--- src/sv/length_prefixed_frame_receiver_core_defines.svh ---
// assertion helpers used by the frame receiver deframer
`ifndef LENGTH_PREFIXED_FRAME_RECEIVER_CORE_DEFINES_SVH
`define LENGTH_PREFIXED_FRAME_RECEIVER_CORE_DEFINES_SVH

`ifndef SYNTHESIS

// same-cycle implication, checked out of reset
`define LPFR_ASSERT_NOW(label, ante, cons) \
  label: assert property (@(posedge clk) disable iff (!rst_n) (ante) |-> (cons)) \
    else $error("lpfr assertion failed");

// next-cycle implication, checked out of reset
`define LPFR_ASSERT_NEXT(label, ante, cons) \
  label: assert property (@(posedge clk) disable iff (!rst_n) (ante) |=> (cons)) \
    else $error("lpfr assertion failed");

`else

`define LPFR_ASSERT_NOW(label, ante, cons)
`define LPFR_ASSERT_NEXT(label, ante, cons)

`endif

`endif

--- src/sv/lpfr_pkg.sv ---
package lpfr_pkg;

  localparam logic [7:0]  SYNC_FIRST  = 8'h7E;
  localparam logic [7:0]  SYNC_SECOND = 8'hA5;
  localparam logic [15:0] CRC_START   = 16'hFFFF;
  localparam logic [15:0] MIN_LENGTH  = 16'd2;

  localparam logic [15:0] MAX_LEN_RESET = 16'd1024;
  localparam logic [15:0] RESIDUE_RESET = 16'hF0B8;

  // register index as decoded from the address word bit
  localparam logic CFG_MAX_LEN = 1'b0;
  localparam logic CFG_RESIDUE = 1'b1;

  typedef enum logic [2:0] {
    MODE_HUNT1  = 3'd0,
    MODE_HUNT2  = 3'd1,
    MODE_LEN_HI = 3'd2,
    MODE_LEN_LO = 3'd3,
    MODE_DATA   = 3'd4
  } mode_t;

  typedef struct packed {
    logic [15:0] max_frame_length;
    logic [15:0] crc_good_residue;
  } cfg_t;

  typedef struct packed {
    logic       vld;
    logic [7:0] rx_byte;
  } stage_t;

  // reflected crc-16/x.25, one byte per call
  function automatic logic [15:0] crc_x25_byte(input logic [15:0] crc, input logic [7:0] b);
    logic [7:0]  t;
    logic [15:0] w;
    t = crc[7:0] ^ b;
    t = t ^ {t[3:0], 4'b0000};
    w = {t, 8'h00} ^ {5'b00000, t, 3'b000} ^ {12'h000, t[7:4]};
    return {8'h00, crc[15:8]} ^ w;
  endfunction

endpackage

--- src/sv/lpfr_stream_ifs.sv ---
interface lpfr_in_if;
  logic       valid;
  logic       ready;
  logic [7:0] rx_byte;

  modport source (output valid, output rx_byte, input ready);
  modport sink (input valid, input rx_byte, output ready);
endinterface

interface lpfr_out_if;
  logic       valid;
  logic       ready;
  logic       payload_valid;
  logic [7:0] payload_byte;
  logic       frame_end;
  logic       crc_ok;

  modport source (output valid, output payload_valid, output payload_byte,
                  output frame_end, output crc_ok, input ready);
  modport sink (input valid, input payload_valid, input payload_byte,
                input frame_end, input crc_ok, output ready);
endinterface

--- src/sv/lpfr_cfg_regs.sv ---
module lpfr_cfg_regs
  import lpfr_pkg::*;
(
  input  logic        clk,
  input  logic        rst_n,
  input  logic        cfg_psel,
  input  logic        cfg_penable,
  input  logic        cfg_pwrite,
  input  logic [2:0]  cfg_paddr,
  input  logic [31:0] cfg_pwdata,
  output logic [31:0] cfg_prdata,
  output logic        cfg_pready,
  output cfg_t        cfg
);

  logic [15:0] max_len_r;
  logic [15:0] residue_r;
  logic        wr_en;

  assign cfg_pready = 1'b1;
  assign wr_en      = cfg_psel & cfg_penable & cfg_pwrite & cfg_pready;

  always_ff @(posedge clk) begin
    if (!rst_n) begin
      max_len_r <= MAX_LEN_RESET;
      residue_r <= RESIDUE_RESET;
    end else if (wr_en) begin
      unique case (cfg_paddr[2])
        CFG_MAX_LEN: max_len_r <= cfg_pwdata[15:0];
        CFG_RESIDUE: residue_r <= cfg_pwdata[15:0];
        default:     ;
      endcase
    end
  end

  always_comb begin
    unique case (cfg_paddr[2])
      CFG_MAX_LEN: cfg_prdata = {16'h0000, max_len_r};
      CFG_RESIDUE: cfg_prdata = {16'h0000, residue_r};
      default:     cfg_prdata = 32'h0000_0000;
    endcase
  end

  assign cfg.max_frame_length = max_len_r;
  assign cfg.crc_good_residue = residue_r;

endmodule

--- src/sv/lpfr_in_stage.sv ---
module lpfr_in_stage
  import lpfr_pkg::*;
(
  input  logic   clk,
  input  logic   rst_n,
  lpfr_in_if.sink in_ch,
  input  logic   advance,
  output stage_t stage
);

  logic       vld_r;
  logic [7:0] byte_r;

  // the held byte leaves whenever the next stage moves, so a new one can enter
  assign in_ch.ready = !vld_r || advance;

  always_ff @(posedge clk) begin
    if (!rst_n) begin
      vld_r <= 1'b0;
    end else if (in_ch.valid && in_ch.ready) begin
      vld_r <= 1'b1;
    end else if (advance) begin
      vld_r <= 1'b0;
    end
  end

  always_ff @(posedge clk) begin
    if (in_ch.valid && in_ch.ready) begin
      byte_r <= in_ch.rx_byte;
    end
  end

  assign stage.vld     = vld_r;
  assign stage.rx_byte = byte_r;

endmodule

--- src/sv/lpfr_deframer.sv ---
`include "length_prefixed_frame_receiver_core_defines.svh"

module lpfr_deframer
  import lpfr_pkg::*;
#(
  parameter int LENGTH_WIDTH = 16
) (
  input  logic       clk,
  input  logic       rst_n,
  input  stage_t     stage,
  input  cfg_t       cfg,
  output logic       advance,
  lpfr_out_if.source out_ch
);

  localparam logic [16:0] LenLimit = 17'((17'd1 << LENGTH_WIDTH) - 17'd1);

  mode_t                   mode_r, mode_nxt;
  logic [7:0]              len_hi_r, len_hi_nxt;
  logic [LENGTH_WIDTH-1:0] length_r, length_nxt;
  logic [LENGTH_WIDTH-1:0] count_r, count_nxt;
  logic [15:0]             crc_r, crc_nxt;
  logic [7:0]              held0_r, held0_nxt;
  logic [7:0]              held1_r, held1_nxt;

  logic        out_vld_r;
  logic        pv_r, fe_r, ok_r;
  logic [7:0]  pbyte_r;

  logic        res_pv, res_fe, res_ok;
  logic [7:0]  res_byte;
  logic        proc;
  logic [15:0] len16;
  logic [LENGTH_WIDTH-1:0] count_inc;
  logic [15:0] crc_upd;

  assign advance   = !out_vld_r || out_ch.ready;
  assign proc      = stage.vld && advance;
  assign len16     = {len_hi_r, stage.rx_byte};
  assign count_inc = count_r + 1'b1;
  assign crc_upd   = crc_x25_byte(crc_r, stage.rx_byte);

  always_comb begin
    mode_nxt   = mode_r;
    len_hi_nxt = len_hi_r;
    length_nxt = length_r;
    count_nxt  = count_r;
    crc_nxt    = crc_r;
    held0_nxt  = held0_r;
    held1_nxt  = held1_r;
    res_pv     = 1'b0;
    res_byte   = 8'h00;
    res_fe     = 1'b0;
    res_ok     = 1'b0;
    unique case (mode_r)
      MODE_DATA: begin
        count_nxt = count_inc;
        crc_nxt   = crc_upd;
        // two bytes are held back so the crc never reaches the output
        if (count_inc >= LENGTH_WIDTH'(3)) begin
          res_pv   = 1'b1;
          res_byte = held0_r;
        end
        held0_nxt = held1_r;
        held1_nxt = stage.rx_byte;
        if (count_inc == length_r) begin
          res_fe   = 1'b1;
          res_ok   = (crc_upd == cfg.crc_good_residue);
          mode_nxt = MODE_HUNT1;
        end
      end
      MODE_HUNT2: begin
        mode_nxt = (stage.rx_byte == SYNC_SECOND) ? MODE_LEN_HI : MODE_HUNT1;
      end
      MODE_LEN_HI: begin
        len_hi_nxt = stage.rx_byte;
        mode_nxt   = MODE_LEN_LO;
      end
      MODE_LEN_LO: begin
        length_nxt = len16[LENGTH_WIDTH-1:0];
        if (len16 >= MIN_LENGTH && len16 <= cfg.max_frame_length &&
            {1'b0, len16} <= LenLimit) begin
          mode_nxt  = MODE_DATA;
          count_nxt = '0;
          crc_nxt   = CRC_START;
        end else begin
          mode_nxt = MODE_HUNT1;
        end
      end
      default: begin
        mode_nxt = (stage.rx_byte == SYNC_FIRST) ? MODE_HUNT2 : MODE_HUNT1;
      end
    endcase
  end

  always_ff @(posedge clk) begin
    if (!rst_n) begin
      mode_r    <= MODE_HUNT1;
      len_hi_r  <= 8'h00;
      length_r  <= '0;
      count_r   <= '0;
      crc_r     <= 16'h0000;
      out_vld_r <= 1'b0;
    end else begin
      if (proc) begin
        mode_r   <= mode_nxt;
        len_hi_r <= len_hi_nxt;
        length_r <= length_nxt;
        count_r  <= count_nxt;
        crc_r    <= crc_nxt;
      end
      if (advance) begin
        out_vld_r <= proc && (res_pv || res_fe);
      end
    end
  end

  always_ff @(posedge clk) begin
    if (proc) begin
      held0_r <= held0_nxt;
      held1_r <= held1_nxt;
    end
    if (advance) begin
      pv_r    <= res_pv;
      pbyte_r <= res_byte;
      fe_r    <= res_fe;
      ok_r    <= res_ok;
    end
  end

  assign out_ch.valid         = out_vld_r;
  assign out_ch.payload_valid = pv_r;
  assign out_ch.payload_byte  = pbyte_r;
  assign out_ch.frame_end     = fe_r;
  assign out_ch.crc_ok        = ok_r;

  `LPFR_ASSERT_NOW(a_beat_has_content, out_vld_r, pv_r || fe_r)
  `LPFR_ASSERT_NOW(a_ok_only_at_end, out_vld_r && ok_r, fe_r)
  `LPFR_ASSERT_NEXT(a_end_rehunts, proc && res_fe, mode_r == MODE_HUNT1)
  `LPFR_ASSERT_NOW(a_count_in_frame, mode_r == MODE_DATA, count_r < length_r)

endmodule

--- src/sv/length_prefixed_frame_receiver_core.sv ---
// path: a byte accepted into the input stage register is decoded by the deframer, and its
// result beat, if it gives one, is held in the output register until out_ch takes it
// throughput: one byte per cycle unless out_ch stalls; crc and sync fsm step per byte
// reset: synchronous active-low rst_n returns the fsm to sync hunt, empties both stages
// and loads max_frame_length 1024 and crc_good_residue 0xF0B8
module length_prefixed_frame_receiver_core
  import lpfr_pkg::*;
#(
  parameter int LENGTH_WIDTH = 16
) (
  input  logic        clk,
  input  logic        rst_n,
  lpfr_in_if.sink     in_ch,
  lpfr_out_if.source  out_ch,
  input  logic        cfg_psel,
  input  logic        cfg_penable,
  input  logic        cfg_pwrite,
  input  logic [2:0]  cfg_paddr,
  input  logic [31:0] cfg_pwdata,
  output logic [31:0] cfg_prdata,
  output logic        cfg_pready
);

  cfg_t   cfg;
  stage_t stage;
  logic   advance;

  lpfr_cfg_regs u_cfg (
    .clk         (clk),
    .rst_n       (rst_n),
    .cfg_psel    (cfg_psel),
    .cfg_penable (cfg_penable),
    .cfg_pwrite  (cfg_pwrite),
    .cfg_paddr   (cfg_paddr),
    .cfg_pwdata  (cfg_pwdata),
    .cfg_prdata  (cfg_prdata),
    .cfg_pready  (cfg_pready),
    .cfg         (cfg)
  );

  lpfr_in_stage u_in (
    .clk     (clk),
    .rst_n   (rst_n),
    .in_ch   (in_ch),
    .advance (advance),
    .stage   (stage)
  );

  lpfr_deframer #(
    .LENGTH_WIDTH (LENGTH_WIDTH)
  ) u_deframer (
    .clk     (clk),
    .rst_n   (rst_n),
    .stage   (stage),
    .cfg     (cfg),
    .advance (advance),
    .out_ch  (out_ch)
  );

endmodule
--- src/flat_wrapper.sv ---
// flat-port wrapper written by rule: the top's interface ports become plain ports
module length_prefixed_frame_receiver_core_flat import lpfr_pkg::*;
#(
  parameter int LENGTH_WIDTH = 16
)
  (clk, rst_n, cfg_psel, cfg_penable, cfg_pwrite, cfg_paddr, cfg_pwdata, cfg_prdata, cfg_pready, in_ch_valid, in_ch_rx_byte, in_ch_ready, out_ch_valid, out_ch_payload_valid, out_ch_payload_byte, out_ch_frame_end, out_ch_crc_ok, out_ch_ready);
  lpfr_in_if in_ch_i ();
  lpfr_out_if out_ch_i ();
  input  logic clk;
  input  logic rst_n;
  input  logic cfg_psel;
  input  logic cfg_penable;
  input  logic cfg_pwrite;
  input  logic [2:0] cfg_paddr;
  input  logic [31:0] cfg_pwdata;
  output logic [31:0] cfg_prdata;
  output logic cfg_pready;
  input wire logic [$bits(in_ch_i.valid)-1:0] in_ch_valid;
  input wire logic [$bits(in_ch_i.rx_byte)-1:0] in_ch_rx_byte;
  output wire logic [$bits(in_ch_i.ready)-1:0] in_ch_ready;
  output wire logic [$bits(out_ch_i.valid)-1:0] out_ch_valid;
  output wire logic [$bits(out_ch_i.payload_valid)-1:0] out_ch_payload_valid;
  output wire logic [$bits(out_ch_i.payload_byte)-1:0] out_ch_payload_byte;
  output wire logic [$bits(out_ch_i.frame_end)-1:0] out_ch_frame_end;
  output wire logic [$bits(out_ch_i.crc_ok)-1:0] out_ch_crc_ok;
  input wire logic [$bits(out_ch_i.ready)-1:0] out_ch_ready;
  assign in_ch_i.valid = in_ch_valid;
  assign in_ch_i.rx_byte = in_ch_rx_byte;
  assign in_ch_ready = in_ch_i.ready;
  assign out_ch_valid = out_ch_i.valid;
  assign out_ch_payload_valid = out_ch_i.payload_valid;
  assign out_ch_payload_byte = out_ch_i.payload_byte;
  assign out_ch_frame_end = out_ch_i.frame_end;
  assign out_ch_crc_ok = out_ch_i.crc_ok;
  assign out_ch_i.ready = out_ch_ready;
  length_prefixed_frame_receiver_core #(.LENGTH_WIDTH(LENGTH_WIDTH)) u_core (.clk(clk), .rst_n(rst_n), .in_ch(in_ch_i), .out_ch(out_ch_i), .cfg_psel(cfg_psel), .cfg_penable(cfg_penable), .cfg_pwrite(cfg_pwrite), .cfg_paddr(cfg_paddr), .cfg_pwdata(cfg_pwdata), .cfg_prdata(cfg_prdata), .cfg_pready(cfg_pready));
endmodule
--- config.mk ---
export PLATFORM = sky130hd
export DESIGN_NAME = length_prefixed_frame_receiver_core_flat
export DESIGN_NICKNAME = d
export VERILOG_FILES = /design/src/sv/lpfr_pkg.sv /design/src/sv/lpfr_stream_ifs.sv /design/src/sv/lpfr_cfg_regs.sv /design/src/sv/lpfr_in_stage.sv /design/src/sv/lpfr_deframer.sv /design/src/sv/length_prefixed_frame_receiver_core.sv /design/src/flat_wrapper.sv
export VERILOG_INCLUDE_DIRS = /design/src /design/src/sv
export SDC_FILE = /design/constraint.sdc
export NUM_CORES = 1
export LEC_CHECK = 0
export BUFFER_PORTS_ARGS = -buffer_cell sky130_fd_sc_hd__buf_4
export CAP_MARGIN = 0
export CORE_AREA = 8 8 135 137
export DETAILED_ROUTE_END_ITERATION = 10
export DIE_AREA = 0 0 143 145
export PLACE_DENSITY = 0.7
export SLEW_MARGIN = 10
export SYNTH_ARGS = -nofsm -noshare
export SYNTH_HDL_FRONTEND = slang
export SYNTH_HIERARCHICAL = 1
export SYNTH_SLANG_ARGS = --single-unit
export TNS_END_PERCENT = 30
--- constraint.sdc ---
create_clock -name clk -period 2.75 [get_ports clk]
set_clock_uncertainty 0.05 [all_clocks]
set_input_delay 0.55 -clock clk [delete_from_list [all_inputs] [get_ports clk]]
set_output_delay 0.55 -clock clk [all_outputs]
set_load 0.05 [all_outputs]
=== Word-level counts from Yosys, hierarchy flattened ===
Cells that the tools add are included.

* Logic and storage cells: 74
* Register bits: 128
* Input port bits: 50
* Output and inout port bits: 46

* Eq/ne operators: 10
* Order comparisons: 3
* Bitwise operators: 8
* Multiplexer cells: 16
* Add/subtract/negate cells: 1
* Reductions and logical operators: 20

{| class="wikitable"
|+ Operators by type and width
! operator !! number
|-
| $pmux W16 S2 || 2
|-
| $pmux W32 S2 || 1
|-
| $eq A16 B16 Y1 || 2
|-
| $ge A16 B2 Y1 const B || 2
|-
| $mux W16 || 2
|-
| $add A16 B1 Y16 const B || 1
|-
| $le A16 B16 Y1 || 1
|-
| $reduce_and A2 Y1 || 8
|-
| $xor A16 B11 Y16 || 1
|-
| $xor A16 B4 Y16 || 1
|-
| $xor A8 B16 Y16 || 1
|-
| $xor A8 B8 Y8 || 2
|-
| $pmux W3 S4 || 1
|-
| $eq A8 B7 Y1 const B || 1
|-
| $eq A8 B8 Y1 const B || 1
|-
| $mux W1 || 7
|-
| $eq A3 B2 Y1 const B || 2
|-
| $mux W3 || 2
|-
| $logic_and A1 B1 Y1 || 4
|-
| $ne A2 B2 Y1 const B || 2
|-
| $reduce_bool A2 Y1 || 2
|-
| $eq A3 B1 Y1 const B || 1
|-
| $eq A3 B3 Y1 const B || 1
|-
| $logic_or A1 B1 Y1 || 3
|-
| 5 further kinds || 7
|}

=== Depth between registers and ports, before layout ===
* Depth after elaboration: 6
* Mapped depth: 11
* Mapped depth without buffers: 9

=== By module ===
The synthesis kept the hierarchy.

{| class="wikitable"
|+ By module, submodules not included
! module !! instances !! cells an instance !! area each (um2)
|-
| lpfr_deframer || 1 || 558 || 5141.2
|-
| lpfr_cfg_regs || 1 || 170 || 1634.1
|-
| lpfr_in_stage || 1 || 14 || 305.3
|}

=== Worst setup path after synthesis ===
Ideal clock, no wire load.

* Path kind: input-to-reg
* Start point: input out_ch_ready
* End point: register u_core.u_deframer.crc_r[0]
* Cell stages on the path: 9
* Buffers on the path: 3
* Library setup time: 142 ps
* Setup slack: 98 ps
* Arrival time: 2460 ps
* Cell sequence: nand2b_1 -> and2_1 -> clkbuf_1 -> nand4_1 -> a21oi_1 -> or2_1 -> clkbuf_1 -> clkbuf_1 -> a311oi_1

* Word-level cells in the longest chain between the ends: 3

{| class="wikitable"
|+ Ends and longest elaborated chain
! element !! RTL line !! RTL
|-
| start: declaration || flat_wrapper.sv:26 || <nowiki>input wire logic [$bits(out_ch_i.ready)-1:0] out_ch_ready;</nowiki>
|-
| $logic_or A1 B1 Y1 || lpfr_deframer.sv:37 || <nowiki>assign advance = !out_vld_r || out_ch.ready;</nowiki>
|-
| $logic_and A1 B1 Y1 || lpfr_deframer.sv:38 || <nowiki>assign proc = stage.vld && advance;</nowiki>
|-
| $reduce_and A3 Y1 (no line) || -- ||
|-
| end signal: assignment || lpfr_deframer.sv:110 || <nowiki>crc_r <= crc_nxt;</nowiki>
|-
| end: declaration || lpfr_deframer.sv:22 || <nowiki>logic [15:0] crc_r, crc_nxt;</nowiki>
|}

Every way passes these cells.
A chain may end at the register's enable or synchronous reset.

=== Worst setup path in the final report ===
* Start point: register u_core.u_deframer.count_r[0]
* End point: register u_core.u_deframer.ok_r (netlist: u_core/u_deframer/out_ch.crc_ok) (data pin)

* Word-level cells in the longest chain between the ends: 3

{| class="wikitable"
|+ Ends and longest elaborated chain
! element !! RTL line !! RTL
|-
| start: declaration || lpfr_deframer.sv:21 || <nowiki>logic [LENGTH_WIDTH-1:0] count_r, count_nxt;</nowiki>
|-
| start signal: assignment || lpfr_deframer.sv:109 || <nowiki>count_r <= count_nxt;</nowiki>
|-
| $add A16 B1 Y16 || lpfr_deframer.sv:40 || <nowiki>assign count_inc = count_r + 1'b1;</nowiki>
|-
| $eq A16 B16 Y1 || lpfr_deframer.sv:66 || <nowiki>if (count_inc == length_r) begin</nowiki>
|-
| $reduce_and A2 Y1 (no line) || -- ||
|-
| end signal: assignment || lpfr_deframer.sv:127 || <nowiki>ok_r <= res_ok;</nowiki>
|-
| end: declaration || lpfr_deframer.sv:27 || <nowiki>logic pv_r, fe_r, ok_r;</nowiki>
|}

Every way passes these cells.

==> flow_summary_export.csv <==
group,metric,value,unit
clock_network,path_clk_slew,60,ps
synth,async_flop_share,0,
finish,stdcell_area,8420,µm²
synth,avgSynthCellArea,9.54,µm²
floorplanning,num_io_pins,96,
clock_network,cts_buffer_depth,2,
power,power-per-cell-area,539,nW/µm²
clock_network,clk_latency,420,ps
synth,netlist_instances,742,
synth,ys_seq_area_frac,0.411,
hold_path,min_path_type,"input pin to flip-flop",
detailed_routing,wl,17300,µm
synth,synth_cell_types,70,
worst_setup_path,critPathMostFrequentCell,"nor4_2",
clock_network,cts_tree,"done",
power,power.leakage,3.43,nW
placed_design,routabilityCongestion,0.947,
finish,final_nets,885,
floorplanning,dieArea,20700,µm²
synth,synth-main-ff-cell,"dfxtp_1",
timing,rsz0062_at_grt,"false",
grt,grt_max_degree,73,
floorplanning,core.rowCount,47,
grt,grt_pass1_vias,5298,
worst_setup_path,endpoint_kind,"flip-flop",
synth,synth_top_cell_by_area,"dfxtp_1",
synth,netlist_area,7080,µm²
worst_setup_path,path_class,"flip-flop to flip-flop",
clock_network,clkSinkCount,128,
timing,finalCritPeriodShare,0.952,
synth,yosysWarnings,6,
placed_design,dp.final_hpwl,12600,µm
floorplanning,core,16200,µm²
worst_setup_path,worst-path-buf-inv,1,
worst_setup_path,required,2940,ps
grt,grt_usage,0.168,
worst_setup_path,path_max_fanout,4,
grt,grt_first_pass_wirelength,27700,µm
worst_setup_path,startpoint_type,"flip-flop",
detailed_routing,drtPass1Iterations,5,
detailed_routing,wl_per_cell,16.5,µm
timing,slew_headroom,0.529,
flow_run,cap_violations,0,
clock_network,cts_max_level,4,
clock_network,cts_buffers,17,
clock_network,root_buffer,"clkbuf_16",
floorplanning,die_h,145,µm
timing,period_needed,2620,ps
synth,synth.ff_latch_count,128,
status,status,"completed",
floorplanning,start_util,0.438,
detailed_routing,num_vias,5563,
detailed_routing,first_iter_violations,462,
grt,gr-max-usage-layer,"met2",
detailed_routing,avgViaCountPerCell,5.30,
placed_design,placed_cells,1018,
finish,synthToLayoutAreaGrowth,18.9,%
grt,use_met1,0.234,
timing,worst_pin_slew,706,ps
grt,grtUsageMet2,0.251,
floorplanning,die_x,143,µm
grt,gr-total-overflow,0,
worst_setup_path,crit_chain,"inv_1 > ha_1 > xnor2_1 > a21oi_1 > nand2_1 > nor4_2 > nand3_1 > or4_4 > nor4_2",
timing,slew_violations,0,
worst_setup_path,cpMaxStageDelayCell,"or4_4",
finish,diodes,0,
worst_setup_path,cp.arrival,2810,ps
placed_design,dpl_cell_area,7820,µm²
detailed_routing,antenna_left,0,
placed_design,portBuffers,60,
worst_setup_path,max_stage_delay,560,ps
synth,synth-edff-count,35,
timing,finalSetupViolCount,0,
grt,gr-usage-met3,0.0331,
worst_setup_path,cp_top_family,"simple AND/OR/NAND/NOR gates",
timing,fmax,0.382,GHz
synth,yosys-top-cells-area,"dfxtp_1, edfxtp_1, mux2i_1",
finish,finalNonFillerCells,1050,
synth,synth_top_area_frac,0.263,
finish,layout-drive-gt1-share,0.219,
grt,antenna_found_initial,0,
detailed_routing,drc,0,
timing,hold_viol,0,
power,irDropWorstVdd,0.429,mV
-- area by class of cell --
cell class	count	area [µm²]
Fill cell	1453	7750
Multi-Input combinational cell	538	3760
Sequential cell	128	2920
Timing Repair Buffer	107	803
Clock buffer	20	458
Tap cell	220	275
Clock inverter	12	108
Inverter	25	93.8
-- routing by layer --
metal  part of all wire  vias to the layer above
met2               0.45                      210
li1                   -                     2747
met5                  0                        -
met3              0.065                       19
met1               0.47                     2587
met4              0.015                        0
-- synthesized netlist by cell type (3+ instances only) --
| master | n |
|---|---|
| dfxtp_1 | 93 |
| nand2_1 | 73 |
| mux2i_1 | 56 |
| nor2_1 | 49 |
| xnor2_1 | 44 |
| edfxtp_1 | 35 |
| nor3_1 | 30 |
| buf_4 | 26 |
| clkbuf_1 | 25 |
| nor2b_1 | 25 |
| inv_1 | 24 |
| a21oi_1 | 22 |
| o21ai_0 | 21 |
| ha_1 | 18 |
| nand3_1 | 17 |
| a311oi_1 | 16 |
| mux2_2 | 16 |
| nand4_1 | 15 |
| xor2_1 | 15 |
| nor4_1 | 14 |
| and2_1 | 11 |
| a31oi_1 | 8 |
| and3_1 | 7 |
| buf_2 | 7 |
| a211oi_1 | 6 |
| nand2b_1 | 6 |
| buf_6 | 4 |
| nand4b_1 | 3 |
| o22ai_1 | 3 |
| or2_1 | 3 |
-- worst paths after layout --
path              slack, ps                               to                    startpoint  cells after the start
setup reg to reg        130  u_core/u_deframer/out_ch.crc_ok  u_core/u_deframer/count_r[0]                      9
hold / removal          260            u_core/u_in/byte_r[3]              in_ch_rx_byte[3]                      1
setup / recovery        130  u_core/u_deframer/out_ch.crc_ok  u_core/u_deframer/count_r[0]                      9
hold reg to reg         370     u_core/u_deframer/held0_r[0]  u_core/u_deframer/held1_r[0]                      0
-- state kept, by name, indices dropped and copies added (netlist names), 3 cells and up --
signal and flops:
u_core/u_deframer/len_hi_r 8, u_core/u_cfg/max_len_r 16, u_core/u_in/byte_r 8, u_core/u_deframer/length_r 16
u_core/u_deframer/mode_r 3, u_core/u_deframer/held1_r 8, u_core/u_deframer/crc_r 16, u_core/u_deframer/out_ch.payload_byte 8
u_core/u_cfg/residue_r 16, u_core/u_deframer/count_r 16, u_core/u_deframer/held0_r 8
-- kinds of logic (layout without fill, tap and decap cells) --
| kind of cell | count (synthesis) | after routing | synth area share |
|---|---|---|---|
| and+or+nand+nor | 275 | 275 | 0.208 |
| DFF | 128 | 128 | 0.411 |
| AOI/OAI and AO/OA | 93 | 93 | 0.0885 |
| buffers and inverters | 91 | 164 | 0.0694 |
| muxes | 72 | 72 | 0.105 |
| xor gates and xnor gates | 63 | 63 | 0.0850 |
| adders and majority gates | 18 | 18 | 0.0318 |
| other | 2 | 17 | 0.00106 |
-- worst register-to-register path: stages (launching register included) --
cell	delay (ps)
dfxtp_2	370
inv_1	70
ha_1	320
xnor2_1	130
a21oi_1	170
nand2_1	90
nor4_2	270
nand3_1	140
or4_4	560
nor4_2	270
-- cell usage in the layout, fill, tap and decap left out, types with 3 or more instances in the layout --
cell type   netlist  layout
and2_1           11      11
clkinv_1          1       3
a21oi_1          22      22
or2_1             3       3
nand3_2           2       3
edfxtp_1         35      35
dfxtp_1          93      87
o22ai_1           3       3
mux2i_1          56      56
nor2b_1          25      25
xor2_1           15      15
inv_1            24      24
clkbuf_16         0      18
clkinvlp_4        0       4
xnor2_1          44      44
and3_1            7       7
nor4_2            2       3
nand4b_1          3       3
nand4_1          15      15
nor2_1           49      49
o21ai_0          21      21
inv_6             0       3
nand3_1          17      16
conb_1            2      17
buf_4            26     107
dfxtp_2           0       6
ha_1             18      17
nor4_1           14      13
a31oi_1           8       8
mux2_2           16      16
a311oi_1         16      16
nor3_1           30      29
a211oi_1          6       6
nand2_1          73      73
nand2b_1          6       6
-- metrics by stage --
step	utilization	setup WS [ps]	power (W)	TNS (ps)	hold WS, ps
2_1_floorplan	-	98.1	0.00231	0	350
3_3_place_gp	0.483	62.2	0.00243	0	352
3_5_place_dp	0.483	-36.1	0.00244	-36.1	358
4_1_cts	0.518	16.2	0.00457	0	242
5_1_grt	0.521	2.63	0.00469	0	244
6_report	0.521	131	0.00454	0	259
-- power breakdown --
group / leakage (nW) / switching [W] / internal [W]
clock network: 0.264 / 0.000838 / 0.00130
logic: 2.06 / 0.000261 / 0.000160
registers: 1.11 / 0.0000264 / 0.00195
total: 3.43 / 0.00113 / 0.00341
-- timing repair --
item | in CTS | in global routing
hold buffers | 0 | 0
setup buffers | 0 | 0
pin swaps | 0 | 1
endpoints found under the setup margin | 1 | 12
resized for setup | 1 | 10
(Power assumes the default switching activity.)
